[config.mk]
export PLATFORM = sky130hd
export DESIGN_NAME = console_line_editor_unit
export DESIGN_NICKNAME = d
export VERILOG_FILES = /design/src/rtl/cle_pkg.sv /design/src/rtl/cle_line_ram.sv /design/src/rtl/cle_ctrl.sv /design/src/rtl/console_line_editor_unit.sv
export VERILOG_INCLUDE_DIRS = /design/src /design/src/rtl
export SDC_FILE = /design/constraint.sdc
export NUM_CORES = 2
export LEC_CHECK = 0
export BUFFER_PORTS_ARGS = -buffer_cell sky130_fd_sc_hd__buf_2
export CORE_MARGIN = 1
export CORE_UTILIZATION = 55
export CTS_BUF_LIST = sky130_fd_sc_hd__clkbuf_8
export DETAILED_ROUTE_END_ITERATION = 10
export GPL_ROUTABILITY_DRIVEN = 0
export PLACE_DENSITY = 0.71
export SLEW_MARGIN = 10
export SYNTH_ARGS = -nofsm -noshare
export SYNTH_HDL_FRONTEND = slang
export SYNTH_SLANG_ARGS = --single-unit
[constraint.sdc]
create_clock -name aclk -period 14.18 [get_ports aclk]
set_input_delay 0.709 -clock aclk [delete_from_list [all_inputs] [get_ports aclk]]
set_output_delay 0.709 -clock aclk [all_outputs]
set_load 0.01 [all_outputs]
[src/rtl/console_line_editor_unit_defines.svh]
// assertion macros for the console line editor
`ifndef CONSOLE_LINE_EDITOR_UNIT_DEFINES_SVH
`define CONSOLE_LINE_EDITOR_UNIT_DEFINES_SVH

// same-cycle implication, checked on every rising edge outside reset
`define CLE_ASSERT_NOW(lbl, clk, rstn, ante, cons, msg) \
    lbl: assert property (@(posedge clk) disable iff (!(rstn)) (ante) |-> (cons)) \
        else $error(msg);

// next-cycle implication, checked on every rising edge outside reset
`define CLE_ASSERT_NEXT(lbl, clk, rstn, ante, cons, msg) \
    lbl: assert property (@(posedge clk) disable iff (!(rstn)) (ante) |=> (cons)) \
        else $error(msg);

`endif

[src/rtl/cle_pkg.sv]
// shared constants and result type of the console line editor
package cle_pkg;

    localparam int CLE_BUF_DEPTH = 128;

    localparam logic [7:0] CH_EOF  = 8'h04;
    localparam logic [7:0] CH_KILL = 8'h15;
    localparam logic [7:0] CH_BS   = 8'h08;
    localparam logic [7:0] CH_LIST = 8'h10;
    localparam logic [7:0] CH_DEL  = 8'h7F;
    localparam logic [7:0] CH_CR   = 8'h0D;
    localparam logic [7:0] CH_NL   = 8'h0A;
    localparam logic [7:0] CH_NUL  = 8'h00;

    localparam logic MODE_RX   = 1'b0;
    localparam logic MODE_READ = 1'b1;

    localparam logic [1:0] RD_EMPTY = 2'd0;
    localparam logic [1:0] RD_BYTE  = 2'd1;
    localparam logic [1:0] RD_LINE  = 2'd2;
    localparam logic [1:0] RD_EOF   = 2'd3;

    typedef struct packed {
        logic       echo_valid;
        logic [7:0] echo_byte;
        logic [7:0] erase_count;
        logic       line_ready;
        logic       list_request;
        logic [1:0] read_status;
        logic [7:0] read_byte;
    } cle_result_t;

endpackage

[src/rtl/cle_line_ram.sv]
// line store: one write port, one registered read port
module cle_line_ram import cle_pkg::*; #(
    parameter int DEPTH  = CLE_BUF_DEPTH,
    parameter int ADDR_W = $clog2(DEPTH)
) (
    input  logic              aclk,
    input  logic              wr_en,
    input  logic [ADDR_W-1:0] wr_addr,
    input  logic [7:0]        wr_data,
    input  logic              rd_en,
    input  logic [ADDR_W-1:0] rd_addr,
    output logic [7:0]        rd_data
);

    logic [7:0] mem [DEPTH];
    logic [7:0] rd_data_reg;

    always_ff @(posedge aclk) begin
        if (wr_en) begin
            mem[wr_addr] <= wr_data;
        end
    end

    always_ff @(posedge aclk) begin
        if (rd_en) begin
            rd_data_reg <= mem[rd_addr];
        end
    end

    assign rd_data = rd_data_reg;

endmodule

[src/rtl/cle_ctrl.sv]
// sequencer: decodes one item, keeps the ring positions, walks back on kill
module cle_ctrl import cle_pkg::*; #(
    parameter int BUF_DEPTH = CLE_BUF_DEPTH,
    parameter int IDX_W     = $clog2(BUF_DEPTH)
) (
    input  logic             aclk,
    input  logic             aresetn,
    input  logic             in_valid,
    output logic             in_ready,
    input  logic             in_mode,
    input  logic [7:0]       in_byte,
    input  logic             in_first,
    output logic             res_valid,
    input  logic             res_ready,
    output cle_result_t      res,
    output logic             mem_wr_en,
    output logic [IDX_W-1:0] mem_wr_addr,
    output logic [7:0]       mem_wr_data,
    output logic             mem_rd_en,
    output logic [IDX_W-1:0] mem_rd_addr,
    input  logic [7:0]       mem_rd_data
);

    localparam logic [IDX_W-1:0] LAST_IDX = IDX_W'(BUF_DEPTH - 1);

    localparam logic [2:0] ST_IDLE      = 3'd0;
    localparam logic [2:0] ST_DECODE    = 3'd1;
    localparam logic [2:0] ST_RD_WAIT   = 3'd2;
    localparam logic [2:0] ST_KILL_CHK  = 3'd3;
    localparam logic [2:0] ST_KILL_WAIT = 3'd4;
    localparam logic [2:0] ST_DONE      = 3'd5;

    logic [2:0]       state_reg, state_next;
    logic [IDX_W-1:0] rd_idx_reg, rd_idx_next;
    logic             rd_wrap_reg, rd_wrap_next;
    logic [IDX_W-1:0] cm_idx_reg, cm_idx_next;
    logic             cm_wrap_reg, cm_wrap_next;
    logic [IDX_W-1:0] ed_idx_reg, ed_idx_next;
    logic             ed_wrap_reg, ed_wrap_next;
    cle_result_t      res_reg, res_next;

    logic             mode_reg;
    logic [7:0]       byte_reg;
    logic             first_reg;

    logic             accept;
    logic [IDX_W-1:0] ed_inc_idx, ed_dec_idx, rd_inc_idx;
    logic             ed_inc_wrap, ed_dec_wrap, rd_inc_wrap;
    logic             store_full, full_after, has_uncommitted, has_committed;
    logic [7:0]       rx_mapped;

    assign accept   = in_valid && in_ready;
    assign in_ready = (state_reg == ST_IDLE);

    // ring position arithmetic: slot index plus a wrap bit
    assign ed_inc_idx  = (ed_idx_reg == LAST_IDX) ? '0 : ed_idx_reg + 1'b1;
    assign ed_inc_wrap = (ed_idx_reg == LAST_IDX) ? ~ed_wrap_reg : ed_wrap_reg;
    assign ed_dec_idx  = (ed_idx_reg == '0) ? LAST_IDX : ed_idx_reg - 1'b1;
    assign ed_dec_wrap = (ed_idx_reg == '0) ? ~ed_wrap_reg : ed_wrap_reg;
    assign rd_inc_idx  = (rd_idx_reg == LAST_IDX) ? '0 : rd_idx_reg + 1'b1;
    assign rd_inc_wrap = (rd_idx_reg == LAST_IDX) ? ~rd_wrap_reg : rd_wrap_reg;

    assign store_full      = (ed_idx_reg == rd_idx_reg) && (ed_wrap_reg != rd_wrap_reg);
    assign full_after      = (ed_inc_idx == rd_idx_reg) && (ed_inc_wrap != rd_wrap_reg);
    assign has_uncommitted = (ed_idx_reg != cm_idx_reg) || (ed_wrap_reg != cm_wrap_reg);
    assign has_committed   = (rd_idx_reg != cm_idx_reg) || (rd_wrap_reg != cm_wrap_reg);
    assign rx_mapped       = (byte_reg == CH_CR) ? CH_NL : byte_reg;

    always_comb begin
        state_next   = state_reg;
        rd_idx_next  = rd_idx_reg;
        rd_wrap_next = rd_wrap_reg;
        cm_idx_next  = cm_idx_reg;
        cm_wrap_next = cm_wrap_reg;
        ed_idx_next  = ed_idx_reg;
        ed_wrap_next = ed_wrap_reg;
        res_next     = res_reg;
        mem_wr_en    = 1'b0;
        mem_wr_addr  = ed_idx_reg;
        mem_wr_data  = rx_mapped;
        mem_rd_en    = 1'b0;
        mem_rd_addr  = rd_idx_reg;

        unique case (state_reg)
            ST_IDLE: begin
                if (accept) begin
                    state_next = ST_DECODE;
                end
            end
            ST_DECODE: begin
                res_next   = '0;
                state_next = ST_DONE;
                if (mode_reg == MODE_READ) begin
                    if (has_committed) begin
                        mem_rd_en  = 1'b1;
                        state_next = ST_RD_WAIT;
                    end
                end else if (byte_reg == CH_LIST) begin
                    res_next.list_request = 1'b1;
                end else if (byte_reg == CH_KILL) begin
                    state_next = ST_KILL_CHK;
                end else if (byte_reg == CH_BS || byte_reg == CH_DEL) begin
                    if (has_uncommitted) begin
                        ed_idx_next          = ed_dec_idx;
                        ed_wrap_next         = ed_dec_wrap;
                        res_next.erase_count = 8'd1;
                    end
                end else if (byte_reg != CH_NUL && !store_full) begin
                    mem_wr_en           = 1'b1;
                    res_next.echo_valid = 1'b1;
                    res_next.echo_byte  = rx_mapped;
                    ed_idx_next         = ed_inc_idx;
                    ed_wrap_next        = ed_inc_wrap;
                    if (rx_mapped == CH_NL || rx_mapped == CH_EOF || full_after) begin
                        cm_idx_next         = ed_inc_idx;
                        cm_wrap_next        = ed_inc_wrap;
                        res_next.line_ready = 1'b1;
                    end
                end
            end
            ST_RD_WAIT: begin
                state_next = ST_DONE;
                if (mem_rd_data == CH_EOF) begin
                    res_next.read_status = RD_EOF;
                    if (first_reg) begin
                        rd_idx_next  = rd_inc_idx;
                        rd_wrap_next = rd_inc_wrap;
                    end
                end else begin
                    rd_idx_next          = rd_inc_idx;
                    rd_wrap_next         = rd_inc_wrap;
                    res_next.read_byte   = mem_rd_data;
                    res_next.read_status = (mem_rd_data == CH_NL) ? RD_LINE : RD_BYTE;
                end
            end
            ST_KILL_CHK: begin
                if (has_uncommitted) begin
                    mem_rd_en   = 1'b1;
                    mem_rd_addr = ed_dec_idx;
                    state_next  = ST_KILL_WAIT;
                end else begin
                    state_next = ST_DONE;
                end
            end
            ST_KILL_WAIT: begin
                if (mem_rd_data != CH_NL) begin
                    ed_idx_next  = ed_dec_idx;
                    ed_wrap_next = ed_dec_wrap;
                    // count saturates at 255
                    if (res_reg.erase_count != 8'hFF) begin
                        res_next.erase_count = res_reg.erase_count + 8'd1;
                    end
                    state_next = ST_KILL_CHK;
                end else begin
                    state_next = ST_DONE;
                end
            end
            ST_DONE: begin
                if (res_ready) begin
                    state_next = ST_IDLE;
                end
            end
            default: begin
                state_next = ST_IDLE;
            end
        endcase
    end

    always_ff @(posedge aclk) begin
        if (!aresetn) begin
            state_reg   <= ST_IDLE;
            rd_idx_reg  <= '0;
            rd_wrap_reg <= 1'b0;
            cm_idx_reg  <= '0;
            cm_wrap_reg <= 1'b0;
            ed_idx_reg  <= '0;
            ed_wrap_reg <= 1'b0;
        end else begin
            state_reg   <= state_next;
            rd_idx_reg  <= rd_idx_next;
            rd_wrap_reg <= rd_wrap_next;
            cm_idx_reg  <= cm_idx_next;
            cm_wrap_reg <= cm_wrap_next;
            ed_idx_reg  <= ed_idx_next;
            ed_wrap_reg <= ed_wrap_next;
        end
    end

    always_ff @(posedge aclk) begin
        res_reg <= res_next;
        if (accept) begin
            mode_reg  <= in_mode;
            byte_reg  <= in_byte;
            first_reg <= in_first;
        end
    end

    assign res_valid = (state_reg == ST_DONE);
    assign res       = res_reg;

endmodule

[src/rtl/console_line_editor_unit.sv]
// console line editor top level: sequencer, line store and result register
// a received byte passes the decode state, a read adds a wait for the store read, and a
// control-U passes kill check and kill wait for each erased byte (up to BUF_DEPTH - 1)
// one item at a time: a new item is taken only after the sequencer hands its result to
// the result register; each step of the kill walk reads the store through its registered port
// synchronous active-low reset zeroes read, commit and edit positions; store contents
// stay undefined until written and need no clearing pass
`include "console_line_editor_unit_defines.svh"

module console_line_editor_unit import cle_pkg::*; #(
    parameter int BUF_DEPTH = CLE_BUF_DEPTH
) (
    input  logic       aclk,
    input  logic       aresetn,
    input  logic       s_valid,
    output logic       s_ready,
    input  logic       s_mode,
    input  logic [7:0] s_rx_byte,
    input  logic       s_first_of_read,
    output logic       m_valid,
    input  logic       m_ready,
    output logic       m_echo_valid,
    output logic [7:0] m_echo_byte,
    output logic [7:0] m_erase_count,
    output logic       m_line_ready,
    output logic       m_list_request,
    output logic [1:0] m_read_status,
    output logic [7:0] m_read_byte
);

    localparam int IDX_W = $clog2(BUF_DEPTH);

    logic             res_valid;
    logic             res_ready;
    cle_result_t      res;
    logic             mem_wr_en;
    logic [IDX_W-1:0] mem_wr_addr;
    logic [7:0]       mem_wr_data;
    logic             mem_rd_en;
    logic [IDX_W-1:0] mem_rd_addr;
    logic [7:0]       mem_rd_data;

    logic             m_valid_reg;
    cle_result_t      out_reg;

    cle_ctrl #(
        .BUF_DEPTH (BUF_DEPTH),
        .IDX_W     (IDX_W)
    ) u_ctrl (
        .aclk        (aclk),
        .aresetn     (aresetn),
        .in_valid    (s_valid),
        .in_ready    (s_ready),
        .in_mode     (s_mode),
        .in_byte     (s_rx_byte),
        .in_first    (s_first_of_read),
        .res_valid   (res_valid),
        .res_ready   (res_ready),
        .res         (res),
        .mem_wr_en   (mem_wr_en),
        .mem_wr_addr (mem_wr_addr),
        .mem_wr_data (mem_wr_data),
        .mem_rd_en   (mem_rd_en),
        .mem_rd_addr (mem_rd_addr),
        .mem_rd_data (mem_rd_data)
    );

    cle_line_ram #(
        .DEPTH  (BUF_DEPTH),
        .ADDR_W (IDX_W)
    ) u_ram (
        .aclk    (aclk),
        .wr_en   (mem_wr_en),
        .wr_addr (mem_wr_addr),
        .wr_data (mem_wr_data),
        .rd_en   (mem_rd_en),
        .rd_addr (mem_rd_addr),
        .rd_data (mem_rd_data)
    );

    // result register frees the sequencer while the consumer stalls
    assign res_ready = !m_valid_reg || m_ready;

    always_ff @(posedge aclk) begin
        if (!aresetn) begin
            m_valid_reg <= 1'b0;
        end else if (res_valid && res_ready) begin
            m_valid_reg <= 1'b1;
        end else if (m_ready) begin
            m_valid_reg <= 1'b0;
        end
    end

    always_ff @(posedge aclk) begin
        if (res_valid && res_ready) begin
            out_reg <= res;
        end
    end

    assign m_valid        = m_valid_reg;
    assign m_echo_valid   = out_reg.echo_valid;
    assign m_echo_byte    = out_reg.echo_byte;
    assign m_erase_count  = out_reg.erase_count;
    assign m_line_ready   = out_reg.line_ready;
    assign m_list_request = out_reg.list_request;
    assign m_read_status  = out_reg.read_status;
    assign m_read_byte    = out_reg.read_byte;

    `CLE_ASSERT_NEXT(a_result_loaded, aclk, aresetn, res_valid && res_ready, m_valid_reg, "finished result not registered")
    `CLE_ASSERT_NEXT(a_one_item, aclk, aresetn, s_valid && s_ready, !s_ready, "second transfer taken while an item is in work")
    `CLE_ASSERT_NOW(a_read_exclusive, aclk, aresetn, m_valid_reg && (m_read_status != RD_EMPTY), !m_echo_valid && !m_list_request && (m_erase_count == 8'd0), "read result mixed with receive fields")
    `CLE_ASSERT_NOW(a_commit_on_append, aclk, aresetn, m_valid_reg && m_line_ready, m_echo_valid, "line committed without an appended byte")
    `CLE_ASSERT_NOW(a_no_write_on_read, aclk, aresetn, mem_wr_en, !mem_rd_en, "store written and read in the same cycle")

endmodule

# [Word-level counts from Yosys, hierarchy flattened]
# Memories as Yosys holds them, arrays and structs flattened. A register that Yosys moved wholly into a read port is not among the register bits.
# Cells that the tools add are included.
[classes] n_addsub=4 multipliers=0 n_div=0 magnitude_cmp=0 eq_ne=37 shift=0 muxes=69 bitwise_logic=7 n_reduce_logical=27
[op_table] op="2-to-1 mux 7 bit" count=14
[op_table] op="equality test 8 x 4 -> 1 bit (second input constant)" count=4
[op_table] op="2-to-1 mux 1 bit" count=32
[op_table] op="2-to-1 mux 8 bit" count=4
[op_table] op="2-to-1 mux 9 bit" count=3
[op_table] op="2-to-1 mux 3 bit" count=7
[op_table] op="case mux 10 bit (2 select lines)" count=1
[op_table] op="case mux 3 bit (6 select lines)" count=1
[op_table] op="equality test 8 x 3 -> 1 bit (second input constant)" count=2
[op_table] op="equality test 8 x 5 -> 1 bit (second input constant)" count=2
[op_table] op="case mux 8 bit (2 select lines)" count=1
[op_table] op="adder 7 x 1 -> 7 bit (second input constant)" count=2
[op_table] op="equality test 7 bit" count=2
[op_table] op="equality test 7 bit (second input constant)" count=2
[op_table] op="inequality test 7 bit" count=2
[op_table] op="case mux 7 bit (2 select lines)" count=1
[op_table] op="AND reduction 7 bit" count=2
[op_table] op="2-to-1 mux 10 bit" count=1
[op_table] op="inequality test 2 bit (second input constant)" count=5
[op_table] op="adder 8 x 1 -> 8 bit (second input constant)" count=1
[op_table] op="equality test 8 x 7 -> 1 bit (second input constant)" count=1
[op_table] op="inequality test 2 x 1 -> 1 bit (second input constant)" count=4
[op_table] op="inequality test 8 x 4 -> 1 bit (second input constant)" count=1
[op_table] op="inequality test 8 bit (second input constant)" count=1
[op_table] op="other kinds (21)" count=48
[totals] register_bits=96 latch_bits=0 ramBits=1024 mem_bits_ro=0 out_inout_bits=31 mem_count=1
[memory_table] memory="u_ram.mem" words=128 word_bits=8 read_ports=1 rd_clocked_by_memory_dff=1 wr=1 line="cle_line_ram.sv:15" source="logic [7:0] mem [DEPTH];"

# [Depth between registers and ports, before layout]
[logic_depth] word_depth=12 ltp_mapped=15 mapped_depth_nobuf=11

# [Hierarchy]
# A second synthesis with hierarchy kept.
[hier_totals] hier_cells=2096 area_unflattened_um2=44702.9
[by_module_without_submodules] mod="cle_line_ram" instances=1 cells_each=1635 area_each_um2=39745.6 seq_area_each_um2=30989.7
[by_module_without_submodules] mod="cle_ctrl" instances=1 cells_each=427 area_each_um2=4028.9 seq_area_each_um2=1711.6
[by_module_without_submodules] mod="console_line_editor_unit" instances=1 cells_each=34 area_each_um2=928.4 seq_area_each_um2=890.9

# [Worst setup path after synthesis]
# OpenSTA, ideal clock, no wires.
[synth_timing] path_type="reg2reg" start="reg u_ctrl.byte_reg[2]" end="mem u_ram.mem[0][0], data pin" setup_time_ns=0.835 t_arrival_ns=3.980 required_time_ns=13.345 slack_ns=9.365 path_stages_with_launch=5 path_buffers=0 cell_sequence="edfxtp_1 > nand2_1 > nor3b_1 > and2_1 > nor2b_1"
[synth_via] elab_chain_cells=2
[synth_lines] item="start, declared" line="cle_ctrl.sv:43" source="logic [7:0] byte_reg;"
[synth_lines] item="start signal, assigned" line="cle_ctrl.sv:193" source="byte_reg <= in_byte;"
[synth_lines] item="equality test 8 x 4 -> 1 bit" line="cle_ctrl.sv:67" source="assign rx_mapped = (byte_reg == CH_CR) ? CH_NL : byte_reg;"
[synth_lines] item="2-to-1 mux 8 bit" line="cle_ctrl.sv:67"
[synth_lines] item="via mem_wr_data[0]" line="console_line_editor_unit.sv:38" source="logic [7:0] mem_wr_data;"
[synth_lines] item="end, declared" line="cle_line_ram.sv:15"
# The timed path passes the listed nets, and every way through them passes these cells.

# [Final worst setup path]
[layout_timing] start="reg u_ctrl.ed_idx_reg[0], in the netlist u_ctrl.mem_wr_addr[0]" end="reg u_ram.rd_data_reg[5], in the netlist u_ram.rd_data[5] (read register of u_ram.mem), data pin"
[layout_via] elab_chain_cells=4 word_cells_on_any_way=9 classes_between="add/sub: 1; eq/ne: 1; mux: 5; reduce/logical: 2"
[layout_lines] item="start, declared" line="cle_ctrl.sv:38" source="logic [IDX_W-1:0] ed_idx_reg, ed_idx_next;"
[layout_lines] item="start signal, assigned" line="cle_ctrl.sv:184" source="ed_idx_reg <= ed_idx_next;"
[layout_lines] item="subtractor 7 x 1 -> 7 bit (tied with other cells)" line="cle_ctrl.sv:58" source="assign ed_dec_idx = (ed_idx_reg == '0) ? LAST_IDX : ed_idx_reg - 1'b1;"
[layout_lines] item="2-to-1 mux 7 bit or logical OR 1 bit (tied branches)" line="cle_ctrl.sv:58, cle_ctrl.sv:65"
[layout_lines] item="2-to-1 mux 7 bit or 2-to-1 mux 1 bit (tied branches)" line="cle_ctrl.sv:137" source="if (has_uncommitted) begin"
[layout_lines] item="2-to-1 mux 7 bit or case mux 1 bit (2 select lines) (tied branches)" line="cle_ctrl.sv:84" source="unique case (state_reg)"
[layout_lines] item="end, declared" line="cle_line_ram.sv:16" source="logic [7:0] rd_data_reg;"
# Several ways; a longest one is shown, not always the timed one.
# A chain may end at the register's enable or synchronous reset.

==> out/qor.yml <==
max_cap_violations: 0
clockPowerShare_pct: 37.2
synth.avg_cell_area_sq_um: 14.8
worst_case_hold_slack_ns: 0.165
syn-num-nets: 3111
via_count_of_the_first_global_routing_pass: 27800
antenna_found_initial: 6
p_switching_mw: 1.71
p_leak_nw: 17.6
post_cts_gate_resize_count: 0
ys_warn_count: 0
dpl.hpwl_microns: 71000
synth-xor-area-share_pct: 1.01
fin_tns_setup_ns: 0
max_fo_critical_path: 91
setup_viol_count_final: 0
stdcell_area_sq_mm: 0.0503
netlist-cell-type-count: 66
postPlaceCellArea_sq_mm: 0.0469
mappedNetlistArea_sq_mm: 0.0459
clock_insertion_delay_worst_skew_ns: 0.90
finalWirelength_microns: 121000
post_dr_wirelength_cell_microns: 27.7
required_arrival_time_at_the_worst_endpoint_ns: 14.80
htree_levels: 4
clock-sinks: 1128
critPathLaunchType: "flip-flop"
comb_power_share_pct: 7.6
worst_slew_pin_slew_ns: 1.23
yosys.area_share.adder_pct: 0.109
rows: 105
overflow: 0
setup.worst_path.end_class: "flip-flop"
numCtsBuffers: 177
hold_viol: 0
timing.fmax_mhz: 151
initial_core_util_pct: 55.7
ys_seq_elements: 1128
io_buffers: 44
power.density_mw_per_mm2: 135
arrival_time_of_data_at_the_critical_path_endpoint_ns: 7.24
skew_ns: 0.0497
largest_reg_flops: 1024
largest_net_degree_at_the_start_of_global_routing: 183
cts_tree: "done"
dpl_worst_slack_ns: 7.76
detailed_route_drc_error_count: 0
syn_inst: 3093
timing.final.ws_setup_ns: 7.56
first_pass_grt_wire_length_microns: 177000
non_filler_instances: 4352
peakVddDrop_mv: 0.117
reg2regPathDepth: 14
synth_top_family_by_area: "compound AO/OA/AOI/OAI gates"
die_width_microns: 291
status: "finished clean"
p_seq_share_pct: 55.1
die_h_microns: 291
hold_class: "in -> reg"
primary_ff_master_synth: "sky130_fd_sc_hd__edfxtp_1"
final.min_clock_period_ns: 6.62
number_of_nets_in_the_layout: 3167
routed_via_density: 6.57
clockRootBuffer: "sky130_fd_sc_hd__clkbuf_8"
synthArstFlopShare_pct: 0
drt.antenna.violating_nets: 0
report.final.slew_viol_count: 0
yosys-mux-area-fraction_pct: 4.70
flow.area_growth_from_synthesis_pct: 9.65
layout.filler_cells: 5990
path_class: "reg -> reg"
rsz_0062_raised_after_global_routing: "false"
compound_gate_portion_of_the_synthesized_area_pct: 12.1
clock_path_buffers: 3
drt_pre_antenna_iters: 5
internal_power_mw: 5.11
design.die.area_sq_mm: 0.0846
totalPowerFinal_mw: 6.81
hold_path_depth: 3
ys_seq_area_share_pct: 73.2
worst_slew_margin_relative_to_its_limit_pct: 18.0
crit_share_post_route_pct: 46.7
finish.utilization_pct: 61.1
ioPinCount: 45
clkSlewWorstSetupHoldPaths_ns: 0.06
synth_edf_count: 1100
globalRouteTotalUtil_pct: 28.3
placedCellCount: 4030
placeableCoreArea_sq_mm: 0.0824
dr_total_vias: 28600
drt-initial-drc-count: 3595
share_of_cells_above_drive_strength_1_pct: 11.1
synth_simple_gate_area_share_pct: 6.56
power_switching_share_pct: 25.0
[synth_stat cells, types with 7 or more instances]
cell	instances	area share, %
sky130_fd_sc_hd__mux2i_1	201	4.4
sky130_fd_sc_hd__a311oi_1	33	0.63
sky130_fd_sc_hd__nor2b_1	17	0.23
sky130_fd_sc_hd__mux2_2	11	0.27
sky130_fd_sc_hd__nand3_1	32	0.35
sky130_fd_sc_hd__xor2_1	18	0.34
sky130_fd_sc_hd__dfxtp_1	28	1.2
sky130_fd_sc_hd__a32oi_1	23	0.44
sky130_fd_sc_hd__or2_2	7	0.095
sky130_fd_sc_hd__edfxtp_1	1100	72
sky130_fd_sc_hd__and2_1	31	0.42
sky130_fd_sc_hd__buf_6	11	0.27
sky130_fd_sc_hd__clkbuf_1	143	1.2
sky130_fd_sc_hd__nand2_1	375	3.1
sky130_fd_sc_hd__o21ai_0	13	0.14
sky130_fd_sc_hd__o2111ai_1	17	0.32
sky130_fd_sc_hd__nand2b_1	12	0.16
sky130_fd_sc_hd__nor2_1	157	1.3
sky130_fd_sc_hd__a21boi_0	92	1.5
sky130_fd_sc_hd__a21oi_1	207	2.3
sky130_fd_sc_hd__a211oi_1	56	0.92
sky130_fd_sc_hd__nor3b_1	7	0.11
sky130_fd_sc_hd__inv_1	10	0.082
sky130_fd_sc_hd__or3_1	11	0.15
sky130_fd_sc_hd__buf_1	17	0.14
sky130_fd_sc_hd__buf_2	52	0.57
sky130_fd_sc_hd__xnor2_1	35	0.67
sky130_fd_sc_hd__a31oi_1	11	0.15
sky130_fd_sc_hd__o22ai_1	48	0.65
sky130_fd_sc_hd__nand4_1	7	0.095
sky130_fd_sc_hd__a22oi_1	20	0.33
sky130_fd_sc_hd__a221oi_1	210	4.0
[cell usage in the layout (no fill, tap or decap), drive strengths merged, types with 5 or more instances in the layout]
cell,synthesis,routed
edfxtp,1100,1100
nand2,375,375
a221oi,216,216
a21oi,208,208
mux2i,202,202
clkbuf,143,180
nor2,159,159
a21boi,98,98
buf,85,95
inv,10,81
a211oi,56,56
clkinv,1,51
o22ai,48,48
xnor2,35,35
a311oi,33,33
nand3,32,32
and2,31,31
dfxtp,28,28
a32oi,23,23
a22oi,21,21
xor2,18,18
o2111ai,17,17
nor2b,17,17
o21ai,14,14
nand2b,12,12
mux2,11,11
a31oi,11,11
or3,11,11
dlygate4sd3,0,10
or2,8,8
diode,0,7
nand4,7,7
nor3,7,7
nor3b,7,7
o31ai,5,5
[critical path, stage by stage (launching register included)]
cell                        delay [ns]
sky130_fd_sc_hd__dfxtp_1          0.71
sky130_fd_sc_hd__inv_1            0.28
sky130_fd_sc_hd__ha_1             0.33
sky130_fd_sc_hd__or4b_4           0.27
sky130_fd_sc_hd__nor2_4           0.06
sky130_fd_sc_hd__nor2_4           0.10
sky130_fd_sc_hd__buf_4            0.77
sky130_fd_sc_hd__a22o_4           0.92
sky130_fd_sc_hd__buf_4            0.95
sky130_fd_sc_hd__buf_4            0.62
sky130_fd_sc_hd__mux2i_1          0.26
sky130_fd_sc_hd__a221oi_1         0.12
sky130_fd_sc_hd__o22ai_1          0.37
sky130_fd_sc_hd__o2111ai_1        0.20
sky130_fd_sc_hd__mux2_2           0.31
[cell families after synthesis]
family,Yosys count
compound gates,764
xor+xnor,53
fa+ha+maj,4
buf+inv,239
flops,1128
mux,213
simple gates,692
[per-layer routing]
metal	routed length, microns	vias up	GRT usage [%]
li1	-	12300	-
met1	46500	14300	38.3
met2	56200	1717	43.5
met3	12600	314	6.85
met4	5220	4	13.4
met5	16	-	0
[cell type report]
type                    instances  area, sq um  area share [%]
flip-flops and latches       1128        33600            66.8
multi-input cells            1726        11400            22.6
clock buffers                 180         2480            4.93
well taps                    1070         1340            2.66
clock inverters               125          766            1.52
repair buffers                105          716            1.42
inverters                      11         41.3          0.0821
diodes                          7         17.5          0.0348
[worst paths after layout]
check / from / to / slack, ns
worst max register to register: u_ctrl.mem_wr_addr[0]$_SDFFE_PN0P_ / u_ram.rd_data[5]$_DFFE_PP_ / 7.56
worst min-delay path: m_ready / m_valid$_SDFFE_PN0P_ / 0.17
worst min register to register: u_ctrl.res[1]$_SDFFCE_PN0P_ / m_read_byte[1]$_DFFE_PP_ / 0.41
worst max-delay path: u_ctrl.mem_wr_addr[0]$_SDFFE_PN0P_ / u_ram.rd_data[5]$_DFFE_PP_ / 7.56
[power groups by stage]
stage | registers [mW] | clock network (mW) | logic [mW]
6_report | 3.76 | 2.54 | 0.521
5_1_grt | 3.76 | 2.70 | 0.548
4_1_cts | 3.76 | 2.56 | 0.512
3_5_place_dp | 3.82 | 0 | 0.507
3_3_place_gp | 3.82 | 0 | 0.496
2_1_floorplan | 3.82 | 0 | 0.330
[what timing repair did]
item / in CTS / in global routing
endpoints found under the hold margin: 10 / 0
hold buffers: 10 / 0
setup buffers: 0 / 0
No activity file was read; power rests on OpenSTA's default activity.
